[src/rtl/trlfp_pkg.sv]
// Types and constants shared by the length-encoded row field parser.
package trlfp_pkg;

  // Fields per row are clamped to this count.
  localparam logic [10:0] MaxFields = 11'd1024;

  // Length prefix codes.
  localparam logic [7:0] LenNull  = 8'hFB;
  localparam logic [7:0] LenWide2 = 8'hFC;
  localparam logic [7:0] LenWide3 = 8'hFD;
  localparam logic [7:0] LenWide8 = 8'hFE;

  localparam logic [63:0] LenAllOnes = 64'hFFFF_FFFF_FFFF_FFFF;

  typedef enum logic [1:0] {
    PhAwait   = 2'd0,
    PhPrefix  = 2'd1,
    PhPayload = 2'd2
  } phase_e;

  typedef enum logic [1:0] {
    KindStart   = 2'd0,
    KindPayload = 2'd1,
    KindRowEnd  = 2'd2
  } kind_e;

  typedef struct packed {
    logic [7:0] data_byte;
    logic       packet_end;
  } in_beat_t;

  typedef struct packed {
    kind_e       kind;
    logic [9:0]  field_index;
    logic        is_null;
    logic [63:0] field_length;
    logic [7:0]  payload_byte;
    logic        last_of_field;
    logic        last_of_row;
    logic [10:0] fields_absent;
    logic        truncated;
  } out_beat_t;

endpackage

[src/rtl/text_row_lenenc_field_parser.sv]
// Row packet parser for length-encoded fields, with a four-entry result queue.
//
//   channel  | direction | handshake               | beat
//   ---------+-----------+-------------------------+-------------------------------
//   in       | input     | in_valid_i / in_ready_o | one packet byte, end-of-packet
//   out      | output    | out_valid_o/out_ready_i | field start, payload or row end
//   cfg      | input     | cfg_we_i                | field count, 11 bits
//
// Each input beat is decoded in the cycle it is accepted and its zero, one or two
// results are written into the result queue, so a byte can be taken every cycle
// while the input is ready, which is while at least two queue entries are free; a
// row end beat that also closes a field is the only case that produces two results.
// A stall on the output side only fills the queue and never alters the results.
// Reset clears the parser state, the queue and the field count; nothing needs a
// clearing pass.
module text_row_lenenc_field_parser (
  input  logic                 clk_i,
  input  logic                 rst_ni,
  input  logic                 cfg_we_i,
  input  logic [10:0]          cfg_data_i,
  input  logic                 in_valid_i,
  output logic                 in_ready_o,
  input  trlfp_pkg::in_beat_t  in_data_i,
  output logic                 out_valid_o,
  input  logic                 out_ready_i,
  output trlfp_pkg::out_beat_t out_data_o
);
  import trlfp_pkg::*;

  localparam int unsigned Depth = 4;
  localparam int unsigned PtrW  = $clog2(Depth);

  logic [10:0] field_count_q;
  phase_e      phase_q, phase_d;
  logic [3:0]  left_q, left_d;
  logic [2:0]  pos_q, pos_d;
  logic [63:0] acc_q, acc_d;
  logic [63:0] payload_left_q, payload_left_d;
  logic [10:0] counter_q, counter_d;

  out_beat_t   queue_q [Depth];
  logic [PtrW-1:0] rd_ptr_q, wr_ptr_q;
  logic [PtrW:0]   count_q;

  logic        in_acc, out_acc;
  logic [10:0] cnt;
  out_beat_t   push0, push1;
  logic [1:0]  n_push;

  assign cnt     = (field_count_q > MaxFields) ? MaxFields : field_count_q;
  assign in_acc  = in_valid_i && in_ready_o;
  assign out_acc = out_valid_o && out_ready_i;

  // Decode of one byte: next parser state and the results it causes.
  always_comb begin
    logic        start_en, start_null, zero_len, has_a, cut;
    logic [63:0] start_len, acc_new;
    logic [3:0]  left_new;
    logic [10:0] counter_end;
    out_beat_t   res_a, res_b;

    phase_d        = phase_q;
    left_d         = left_q;
    pos_d          = pos_q;
    acc_d          = acc_q;
    payload_left_d = payload_left_q;
    counter_d      = counter_q;
    start_en       = 1'b0;
    start_null     = 1'b0;
    zero_len       = 1'b0;
    start_len      = 64'(in_data_i.data_byte);
    acc_new        = acc_q | (64'(in_data_i.data_byte) << {pos_q, 3'b000});
    left_new       = (left_q == 4'd0) ? 4'd0 : left_q - 4'd1;
    has_a          = 1'b0;
    cut            = 1'b0;
    res_a          = '0;
    res_b          = '0;

    unique case (phase_q)
      PhAwait: begin
        if (counter_q < cnt) begin
          if (in_data_i.data_byte == LenNull) begin
            start_en   = 1'b1;
            start_null = 1'b1;
          end else if (in_data_i.data_byte == LenWide2 ||
                       in_data_i.data_byte == LenWide3 ||
                       in_data_i.data_byte == LenWide8) begin
            left_d  = (in_data_i.data_byte == LenWide2) ? 4'd2 :
                      (in_data_i.data_byte == LenWide3) ? 4'd3 : 4'd8;
            pos_d   = 3'd0;
            acc_d   = '0;
            phase_d = PhPrefix;
          end else begin
            start_en = 1'b1;
          end
        end
      end
      PhPrefix: begin
        acc_d  = acc_new;
        pos_d  = pos_q + 3'd1;
        left_d = left_new;
        if (left_new == 4'd0) begin
          start_en  = 1'b1;
          start_len = acc_new;
        end
      end
      PhPayload: begin
        has_a                = 1'b1;
        res_a.kind           = KindPayload;
        res_a.field_index    = counter_q[9:0];
        res_a.payload_byte   = in_data_i.data_byte;
        res_a.last_of_field  = (payload_left_q <= 64'd1);
        payload_left_d       = (payload_left_q == 64'd0) ? 64'd0 : payload_left_q - 64'd1;
        if (payload_left_q <= 64'd1) begin
          counter_d = counter_q + 11'd1;
          phase_d   = PhAwait;
        end
      end
      default: begin
        phase_d = PhAwait;
      end
    endcase

    if (start_en) begin
      start_null          = start_null || (start_len == LenAllOnes);
      zero_len            = (start_len == 64'd0);
      has_a               = 1'b1;
      res_a.kind          = KindStart;
      res_a.field_index   = counter_q[9:0];
      res_a.is_null       = start_null;
      res_a.field_length  = start_null ? 64'd0 : start_len;
      res_a.last_of_field = start_null || zero_len;
      if (start_null || zero_len) begin
        counter_d = counter_q + 11'd1;
        phase_d   = PhAwait;
      end else begin
        payload_left_d = start_len;
        phase_d        = PhPayload;
      end
    end

    // A cut payload still counts its field as present; a cut prefix does not.
    counter_end = counter_d;
    if (in_data_i.packet_end && phase_d == PhPayload) begin
      cut                 = 1'b1;
      res_a.last_of_field = 1'b1;
      counter_end         = counter_d + 11'd1;
    end else if (phase_d == PhPrefix) begin
      cut = 1'b1;
    end
    res_b.kind          = KindRowEnd;
    res_b.last_of_row   = 1'b1;
    res_b.fields_absent = (cnt > counter_end) ? cnt - counter_end : 11'd0;
    res_b.truncated     = cut;

    push0  = has_a ? res_a : res_b;
    push1  = res_b;
    n_push = 2'(has_a) + 2'(in_data_i.packet_end);

    if (in_data_i.packet_end) begin
      phase_d        = PhAwait;
      left_d         = 4'd0;
      pos_d          = 3'd0;
      acc_d          = '0;
      payload_left_d = '0;
      counter_d      = '0;
    end
  end

  always_ff @(posedge clk_i or negedge rst_ni) begin
    if (!rst_ni) begin
      field_count_q  <= '0;
      phase_q        <= PhAwait;
      left_q         <= '0;
      pos_q          <= '0;
      acc_q          <= '0;
      payload_left_q <= '0;
      counter_q      <= '0;
    end else begin
      if (cfg_we_i) begin
        field_count_q <= cfg_data_i;
      end
      if (in_acc) begin
        phase_q        <= phase_d;
        left_q         <= left_d;
        pos_q          <= pos_d;
        acc_q          <= acc_d;
        payload_left_q <= payload_left_d;
        counter_q      <= counter_d;
      end
    end
  end

  // Result queue.
  assign in_ready_o  = (count_q <= (PtrW+1)'(Depth - 2));
  assign out_valid_o = (count_q != '0);
  assign out_data_o  = queue_q[rd_ptr_q];

  always_ff @(posedge clk_i) begin
    if (in_acc && n_push != 2'd0) begin
      queue_q[wr_ptr_q] <= push0;
    end
    if (in_acc && n_push == 2'd2) begin
      queue_q[wr_ptr_q + PtrW'(1)] <= push1;
    end
  end

  always_ff @(posedge clk_i or negedge rst_ni) begin
    if (!rst_ni) begin
      rd_ptr_q <= '0;
      wr_ptr_q <= '0;
      count_q  <= '0;
    end else begin
      if (out_acc) begin
        rd_ptr_q <= rd_ptr_q + PtrW'(1);
      end
      if (in_acc) begin
        wr_ptr_q <= wr_ptr_q + PtrW'(n_push);
      end
      count_q <= count_q + (in_acc ? (PtrW+1)'(n_push) : '0) - (PtrW+1)'(out_acc);
    end
  end

`ifndef NO_ASSERTIONS
  a_queue_bound: assert property (@(posedge clk_i) disable iff (!rst_ni)
    count_q <= (PtrW+1)'(Depth))
    else $error("result queue overflow");

  a_row_reset: assert property (@(posedge clk_i) disable iff (!rst_ni)
    in_acc && in_data_i.packet_end |=> phase_q == PhAwait && counter_q == '0)
    else $error("per-packet state not cleared after row end");

  a_counter_bound: assert property (@(posedge clk_i) disable iff (!rst_ni)
    counter_q <= MaxFields)
    else $error("field counter beyond maximum field count");

  a_prefix_left: assert property (@(posedge clk_i) disable iff (!rst_ni)
    phase_q == PhPrefix |-> left_q != 4'd0)
    else $error("prefix phase with no length bytes left");

  a_payload_left: assert property (@(posedge clk_i) disable iff (!rst_ni)
    phase_q == PhPayload |-> payload_left_q != 64'd0)
    else $error("payload phase with no payload bytes left");
`endif

endmodule
[config.mk]
export PLATFORM = sky130hd
export DESIGN_NAME = text_row_lenenc_field_parser
export DESIGN_NICKNAME = d
export VERILOG_FILES = /design/src/rtl/trlfp_pkg.sv /design/src/rtl/text_row_lenenc_field_parser.sv
export SDC_FILE = /design/constraint.sdc
export NUM_CORES = 1
export LEC_CHECK = 0
export ABC_CLOCK_PERIOD_IN_PS = 9500
export BUFFER_PORTS_ARGS = -buffer_cell sky130_fd_sc_hd__buf_4
export CAP_MARGIN = 20
export CORE_AREA = 2 2 214 216
export DETAILED_ROUTE_END_ITERATION = 7
export DIE_AREA = 0 0 216 218
export PLACE_DENSITY = 0.76
export RECOVER_POWER = 25
export SLEW_MARGIN = 20
export SYNTH_ARGS = -nofsm -noshare
export SYNTH_HDL_FRONTEND = slang
export SYNTH_SLANG_ARGS = --single-unit
export TNS_END_PERCENT = 1
[constraint.sdc]
create_clock -name clk_i -period 9.5 [get_ports clk_i]
set_input_delay 0.95 -clock clk_i [delete_from_list [all_inputs] [get_ports clk_i]]
set_output_delay 0.95 -clock clk_i [all_outputs]
set_load 0.05 [all_outputs]
==> impl_summary.txt, run 1 <==
----------------------------------------------------
[Outcome]
  Outcome ... finished, violations left
  Failing checks ... DRC, capacitance limit, slew limit

[Critical path]
  Worst Path Arrival ... ~6.4 ns
  Type of origin of the critical path ... flip-flop
  Critical path data required time ... 8.55 ns
  Kind of end point of the critical path ... primary output
  Critical path class ... reg -> out
  Critical path peak fanout ... 55
  Most numerous cell on the critical path ... clkbuf_1
  Slowest stage cell on the critical path ... clkbuf_1
  Maximum cell stage delay along the critical path ... 2.62 ns
  CP cell instances ... clkbuf_1 -> mux4_2 -> clkbuf_1

[Routing]
  Routed via count divided by cell count ... around 6.7
  DRT Pass-1 Iters ... 8
  Routed wire length ... 82.14 mm
  Vias ... about 22k
  Residual DRC ... 6
  WL/cell ... 24.59 µm
  1st-iter DRT viols ... 3062
  Number of routed nets with antenna violations ... 0

[Clock network]
  Post-CTS setup buffer count ... 0
  Deepest clock path buffer count ... 3
  Hold-fix buffers at CTS ... 0
  Number of buffers created by CTS ... 57
  Cell at the root of the clock tree ... clkbuf_16
  H-Tree Depth ... 2
  CTS tree ... yes
  Num Clock Sinks ... around 560
  Clock latency at the later pin of the worst-skew pair ... 0.63 ns
  Clock transition at the registers of the reported paths ... 0.06 ns
  Post-cts repair resize count ... 0

[STA]
  Time the worst path needs with I/O delays and setup ... 7.336 ns
  Number of endpoints failing setup at the final stage ... 0
  Count of endpoints failing hold in the final timing report ... 0
  Tcrit/Tclk final ... 77.23%
  Worst slew margin relative to its limit ... -260.2%
  Unrepaired setup endpoints after global routing ... false
  Setup total negative slack ... 0 ns
  Slew at the pin with the worst max-slew slack ... 5.403 ns
  Clock skew after layout ... 0.01190 ns
  Fin. max-slew vios ... 271
  Maximum clock rate ... 0.1363 GHz

[Synth]
  Most common flop cell mapped by yosys ... dfxtp_1
  Library cell occupying the most area in the post-synthesis netlist ... dfxtp_1
  Count of flip-flops with a built-in enable after synthesis ... between 40 and 50
  Count of synthesis-stage warnings from yosys ... 0
  Fraction of synthesized cell area taken by the top area cell type ... 26.72%
  Post-synth net total ... 2717
  Synth top area cells ... dfxtp_1 27%, dfrtp_1 16%, mux4_2 8.6%, o21ai_0 7.1%, nand2_1 5.6%
  Mux contribution to synthesized area ... 9.573%
  Largest family of logic cells by synthesized area ... compound AO/OA/AOI/OAI gates
  Sequential element share of the synthesized area ... 48.43%
  Area of the mapped netlist ... 0.02577 mm²
  Compound-Gate Fraction of Synth Area ... between 10% and 20%
  Fraction of synthesized cell area in xor and xnor cells ... roughly 1.5%
  Mean area per synthesized cell ... 9.701 µm²
  Number of library cell types mapped by synthesis ... 91
  Async set-or-reset flop fraction in the synthesized netlist ... 29.75%
  Cells after synthesis ... 2657
  Most common cell in the synthesized netlist ... nand2_1
  Post-Synth Simple-Gate Area ... ~16%
  Commonest cells post-synth ... 385 x nand2_1, 368 x o21ai_0, 344 x dfxtp_1
  Register bit count reported by yosys ... approximately 560
  Share of synthesized cell area in full adder, half adder and majority cells ... 1.757%

[Floorplan]
  Std cell rows ... 78
  Horizontal extent of the die ... 216 µm
  Die area ... ~0.047 mm²
  I/O pin cnt ... 126
  Starting Density ... 57.41%
  Die Ht ... 218 µm
  Floorplan Core Area ... 0.04489 mm²

[Global route]
  Layer carrying the most global-route usage ... met2
  Largest net degree at the start of global routing ... 92
  Global-route met1 utilization ... 48.29%
  First-pass GRT wire length ... between 100 and 150 mm
  Met3 Usage GRT ... 6.960%
  GRT met2 Usage ... 52.79%
  Vias in the first global route ... 21.29k
  Number of antenna violations at the first check in global routing ... 0
  Total Routing Usage GR ... 34.42%
  Overflow left after global routing ... 0

[Layout]
  Filler cells ... 3666
  Share of post-route cells with drive strength above 1 ... 14.64%
  Area growth from synthesis to layout ... 12.47%
  Final net count ... 2751
  Multi-input logic area ... about 0.012 mm²
  Utilization of the core after routing ... 64.57%
  Sequential cell area ... 0.01249 mm²

[Worst hold path]
  Hold WC Path Type ... reg -> reg

[Power]
  Power density normalized to cell area ... between 300 and 400 mW/mm²
  Worst ir drop on vdd ... roughly 0.29 mV
  Leakage Power ... 11.62 nW

[Place]
  Total half-perimeter wirelength after legalization and detailed placement ... 54.28 mm
  Final estimated routing congestion in global placement ... between 1 and 1.5
  Port Buf Inserts ... 125

[Run]
  Max-cap violations ... 4

----------------------------------------------------
==> final cells by class <==
cell class | count | share of cell area, %
antenna | 1 | 0.008633
clock buffer | 91 | 6.444
clock inverter | 16 | 0.5482
inverter | 43 | 0.5568
multi-input combinational | 1866 | 42.90
sequential | 558 | 43.07
tap | 600 | 2.590
timing repair buffer | 165 | 3.876
==> registers in the layout, summed over array words and instances, names as in the netlist <==
| signal | flops |
|---|---|
| left_q | 4 |
| count_q | 3 |
| counter_q | 11 |
| queue_q | 392 |
| rd_ptr_q | 2 |
| phase_q | 2 |
| acc_q | 64 |
| payload_left_q | 64 |
| pos_q | 3 |
| field_count_q | 11 |
| wr_ptr_q | 2 |
==> cells in the final DEF (no fill, tap or decap), drive strengths merged, types with 22 or more instances in the layout <==
cell type    n
a31oi       24
a32o        33
nand2      387
a22o       119
dfrtp      166
nand3       24
edfxtp      48
nor2       203
dfxtp      344
clkbuf     122
nor4        26
buf        134
nor3        59
ha          33
a21oi      124
mux4        98
xnor2       22
nor2b       25
o21ai      376
inv         49
==> metrics by stage <==
step,instance area [µm²],instances,hold WS [ns],setup slack [ns],power [W]
6_report,28990,3340,0.4478,2.164,0.009190
5_1_grt,28990,3339,0.4697,1.662,0.009582
4_1_cts,29100,3339,0.4456,2.411,0.009123
3_5_place_dp,27070,3232,0.4362,2.359,0.006738
3_3_place_gp,27070,3232,0.4282,2.520,0.006645
2_1_floorplan,25770,2657,0.4180,3.729,0.005695
==> cell families after synthesis <==
family                   Yosys count
flip-flops                       558
XOR/XNOR                          42
AND/OR/NAND/NOR                  872
buffers and inverters            233
adder cells (fa/ha/maj)           35
multiplexers                     122
AO/OA/AOI/OAI                    795
==> path summary, 6_finish.rpt <==
check	startpoint	end	slack (ns)	cells past startpoint
setup / recovery	rd_ptr_q[1]	out_data_o[65]	2.16	3
hold / removal	queue_q[3][67]	queue_q[3][67]	0.45	2
setup reg to reg	pos_q[1]	queue_q[3][9]	2.30	24
hold reg to reg	queue_q[3][67]	queue_q[3][67]	0.45	2
max in group asynchronous	rst_ni	acc_q[26]	3.23	2
min in group asynchronous	rst_ni	field_count_q[6]	2.30	1
==> per-layer routing <==
metal | vias up | routed length [µm]
li1 | 9769 | -
met1 | 11012 | 34050
met2 | 1223 | 36850
met3 | 218 | 7869
met4 | 0 | 3374
met5 | - | 0
==> worst max-delay path, delay by kind of cell, from the launching register on <==
family | cells | cell delay [ns]
flops | 1 | 1.89
buf+inv | 2 | 3.11
mux | 1 | 0.67
==> report_power, final <==
| part | total, W | internal (W) | switching, W |
|---|---|---|---|
| logic | 0.00362 | 0.00123 | 0.00238 |
| clock network | 0.00239 | 0.00141 | 0.000981 |
| registers | 0.00318 | 0.00277 | 0.000410 |
(Power assumes the default switching activity.)
==> inputs of run 2 (changes only) <==
--- a/config.mk
+++ b/config.mk
@@ -5,12 +5,12 @@
 export SDC_FILE = /design/constraint.sdc
 export NUM_CORES = 1
 export LEC_CHECK = 0
-export ABC_CLOCK_PERIOD_IN_PS = 9500
+export ABC_CLOCK_PERIOD_IN_PS = 6530
 export BUFFER_PORTS_ARGS = -buffer_cell sky130_fd_sc_hd__buf_4
 export CAP_MARGIN = 20
-export CORE_AREA = 2 2 214 216
+export CORE_AREA = 2 2 218 220
 export DETAILED_ROUTE_END_ITERATION = 7
-export DIE_AREA = 0 0 216 218
+export DIE_AREA = 0 0 220 222
 export PLACE_DENSITY = 0.76
 export RECOVER_POWER = 25
 export SLEW_MARGIN = 20
==> constraint.sdc (replaced) <==
create_clock -name clk_i -period 6.53 [get_ports clk_i]
set_input_delay 0.653 -clock clk_i [delete_from_list [all_inputs] [get_ports clk_i]]
set_output_delay 0.653 -clock clk_i [all_outputs]
set_load 0.05 [all_outputs]
==> impl_summary.txt, run 2 (synthesis results as in run 1) <==
----------------------------------------------------
[Outcome]
  Outcome ... finished, violations left
  Failing checks ... capacitance limit, slew limit

[Clock network]
  Deepest clock path buffer count ... 3 (unchanged)
  Num Clock Sinks ... 558 (unchanged)
  H-Tree Depth ... 2 (unchanged)
  Hold-fix buffers at CTS ... 0 (unchanged)
  CTS tree ... yes
  Cell at the root of the clock tree ... clkbuf_16
  Clock latency at the later pin of the worst-skew pair ... 0.62 ns (about the same)
  Number of buffers created by CTS ... 56 (-1.8%)
  Clock transition at the registers of the reported paths ... 0.06 ns (about the same)

[Routing]
  WL/cell ... 24.43 µm (-0.67%)
  Vias ... 22.28k (+0.25%)
  DRT Pass-1 Iters ... 6 (-2)
  Routed wire length ... 82.64 mm (+0.61%)
  Routed via count divided by cell count ... 6.585 (-1.0%)
  1st-iter DRT viols ... 2597 (-15%)
  Number of routed nets with antenna violations ... 0 (unchanged)
  Residual DRC ... 0 (-6)

[Power]
  Power density normalized to cell area ... 447.8 mW/mm² (+41%)
  Leakage Power ... 11.79 nW (+1.4%)
  Share of total power in combinational logic ... 40.0% (+0.6 points)
  Net switching component of the power ... 0.005384 W (+43%)
  Portion of total power attributed to sequential cells ... 35.4% (+0.8 points)
  Design internal power ... 0.007711 W (+42%)
  Clock share of power ... 24.6% (-1.4 points)
  Switching Fraction ... 41.12% (about the same)
  Worst ir drop on vdd ... 0.3456 mV (+18%)

[Global route]
  First-pass GRT wire length ... 126.8 mm (+0.93%)
  Number of antenna violations at the first check in global routing ... 1 (+1)
  Overflow left after global routing ... 0 (unchanged)
  Vias in the first global route ... 21.43k (+0.66%)
  Total Routing Usage GR ... 33.60% (-0.81 points)
  Largest net degree at the start of global routing ... 69 (-25%)

[Floorplan]
  I/O pin cnt ... 126 (unchanged)
  Die area ... 0.04884 mm² (+3.7%)
  Horizontal extent of the die ... 220 µm (+1.9%)
  Floorplan Core Area ... 0.04626 mm² (+3.0%)
  Die Ht ... 222 µm (+1.8%)
  Std cell rows ... 79 (+1.3%)
  Starting Density ... 55.72% (-1.7 points)

[Critical path]
  Critical path peak fanout ... 19 (-65%)
  Number of cells on the worst reg-to-reg path ... 23 (-4.2%)
  Startpoint of the most critical setup path ... pos_q[1]
  End of the critical path ... queue_q[1][10]
  Critical path data required time ... 6.91 ns (-1.64 ns)
  Worst Path Arrival ... 6.52 ns (+0.13 ns)
  Launch point of the worst reg-to-reg path ... pos_q[1]
  Type of origin of the critical path ... flip-flop
  Endpoint of the worst-slack reg-to-reg timing path ... queue_q[1][10]
  Critical path class ... reg -> reg
  Kind of end point of the critical path ... flip-flop
  Setup slack of the worst register-to-register path ... 0.39 ns (-1.91 ns)

[Place]
  Port Buf Inserts ... 125 (unchanged)
  Final estimated routing congestion in global placement ... 0.9961 (-2.9%)
  # placed instances ... 3278 (+1.4%)
  Instance area after placement ... 0.02741 mm² (+1.2%)
  Total half-perimeter wirelength after legalization and detailed placement ... 55.42 mm (+2.1%)

[STA]
  Fin. max-slew vios ... 216 (-20%)
  Unrepaired setup endpoints after global routing ... false
  Number of endpoints failing setup at the final stage ... 0 (unchanged)
  Fin Hold WS ... 0.2654 ns (-0.1824 ns)
  Count of endpoints failing hold in the final timing report ... 0 (unchanged)
  Setup total negative slack ... 0 ns (unchanged)
  Worst slew margin relative to its limit ... -168.0% (+92 points)
  Slew at the pin with the worst max-slew slack ... 4.019 ns (-1.384 ns)
  Clock skew after layout ... 0.02046 ns (+0.008563 ns)
  Tcrit/Tclk final ... 94.04%
  Maximum clock rate ... 0.1628 GHz
  Time the worst path needs with I/O delays and setup ... 6.141 ns

[Layout]
  Final design area excluding fillers ... 0.02924 mm² (+0.88%)
  Final net count ... 2791 (+1.5%)
  Share of post-route cells with drive strength above 1 ... 16.28% (+1.6 points)
  Area growth from synthesis to layout ... 13.45%
  Number of inserted diodes ... 0 (-1)
  Biggest register ... queue_q
  Most frequent standard cell in the layout excluding fill and tap cells ... nand2_1
  Non-filler cells, final ... 3383 (+1.3%)
  Largest registers ranked by flip-flop count ... queue_q: 392 flops, acc_q: 64 flops, payload_left_q: 64 flops
  Most frequent cells in the layout ... 383 x nand2_1, 369 x o21ai_0, 344 x dfxtp_1, 198 x nor2_1, 179 x buf_4
  Filler cells ... 3741 (+2.0%)
  Utilization of the core after routing ... 63.21% (-1.4 points)
  Number of flip-flops in the largest register ... 392 (unchanged)

[Worst hold path]
  Hold WC Path Type ... in -> reg

[Run]
  Max-cap violations ... 5 (+1)

----------------------------------------------------
==> run 2: area by class of cell <==
cell class	instances	area, µm²	area share, %
clock buffer	84	1642	5.614
clock inverter	19	186.4	0.6375
inverter	43	161.4	0.5520
multi-input combinational	1866	12510	42.78
sequential	558	12490	42.72
tap	607	759.5	2.597
timing repair buffer	206	1493	5.105
==> run 2: worst min-delay path by stage <==
stage,end,start,slack (ns),depth (start not counted)
6_report,field_count_q[5],cfg_data_i[5],0.27,2
5_1_grt,field_count_q[4],cfg_data_i[4],0.26,2
4_1_cts,acc_q[21],rst_ni,0.06,1
3_5_place_dp,queue_q[1][12],queue_q[1][12],0.43,2
3_3_place_gp,queue_q[0][86],queue_q[0][86],0.43,2
2_1_floorplan,acc_q[0],rst_ni,0.36,0
==> run 2: metal layers <==
layer	global-route usage [%]	up-vias	share of wire, %
met1	47.82	11087	42
met2	50.81	1131	45
met5	0	-	0.013
met4	14.48	2	4.5
met3	5.460	196	8.5
li1	-	9861	-
==> run 2: repair_timing <==
item,in CTS,in global routing
endpoints found under the setup margin,0,44
setup buffers,0,1
resized for setup,0,14
==> run 2: critical path, cell delays in order, from the launching register on <==
cell      delay (ns)
dfrtp_4         0.58
and2_1          0.29
a31o_2          0.35
or3_1           0.32
a2111o_1        0.40
nor4_2          0.41
a211o_2         0.26
and2_4          0.16
xor2_1          0.20
ha_1            0.25
mux2_2          0.31
inv_1           0.07
ha_1            0.23
nor2b_1         0.13
o21ai_0         0.20
a21boi_0        0.13
o21ai_0         0.23
a21boi_0        0.11
o21ai_0         0.22
a21boi_0        0.12
o21ai_0         0.23
a211oi_1        0.18
or2_2           0.35
and3_1          0.15
==> run 2: power by group through the flow <==
stage	Sequential [W]	Clock, W	Combinational [W]
floorplan	0.00438	0	0.00391
global placement	0.00464	0	0.00505
detailed placement	0.00468	0	0.00513
CTS	0.00461	0.00325	0.00515
global route	0.00470	0.00339	0.00561
finish	0.00464	0.00322	0.00523
==> run 2: metrics by stage <==
step | total power, W | setup WS (ns)
after global placement | 0.009687 | 0.1271
final | 0.01309 | 0.3890
after CTS | 0.01302 | 0.09324
after floorplan | 0.008285 | 0.9659
after global routing | 0.01370 | 0.004298
after detailed placement | 0.009809 | 0.05355
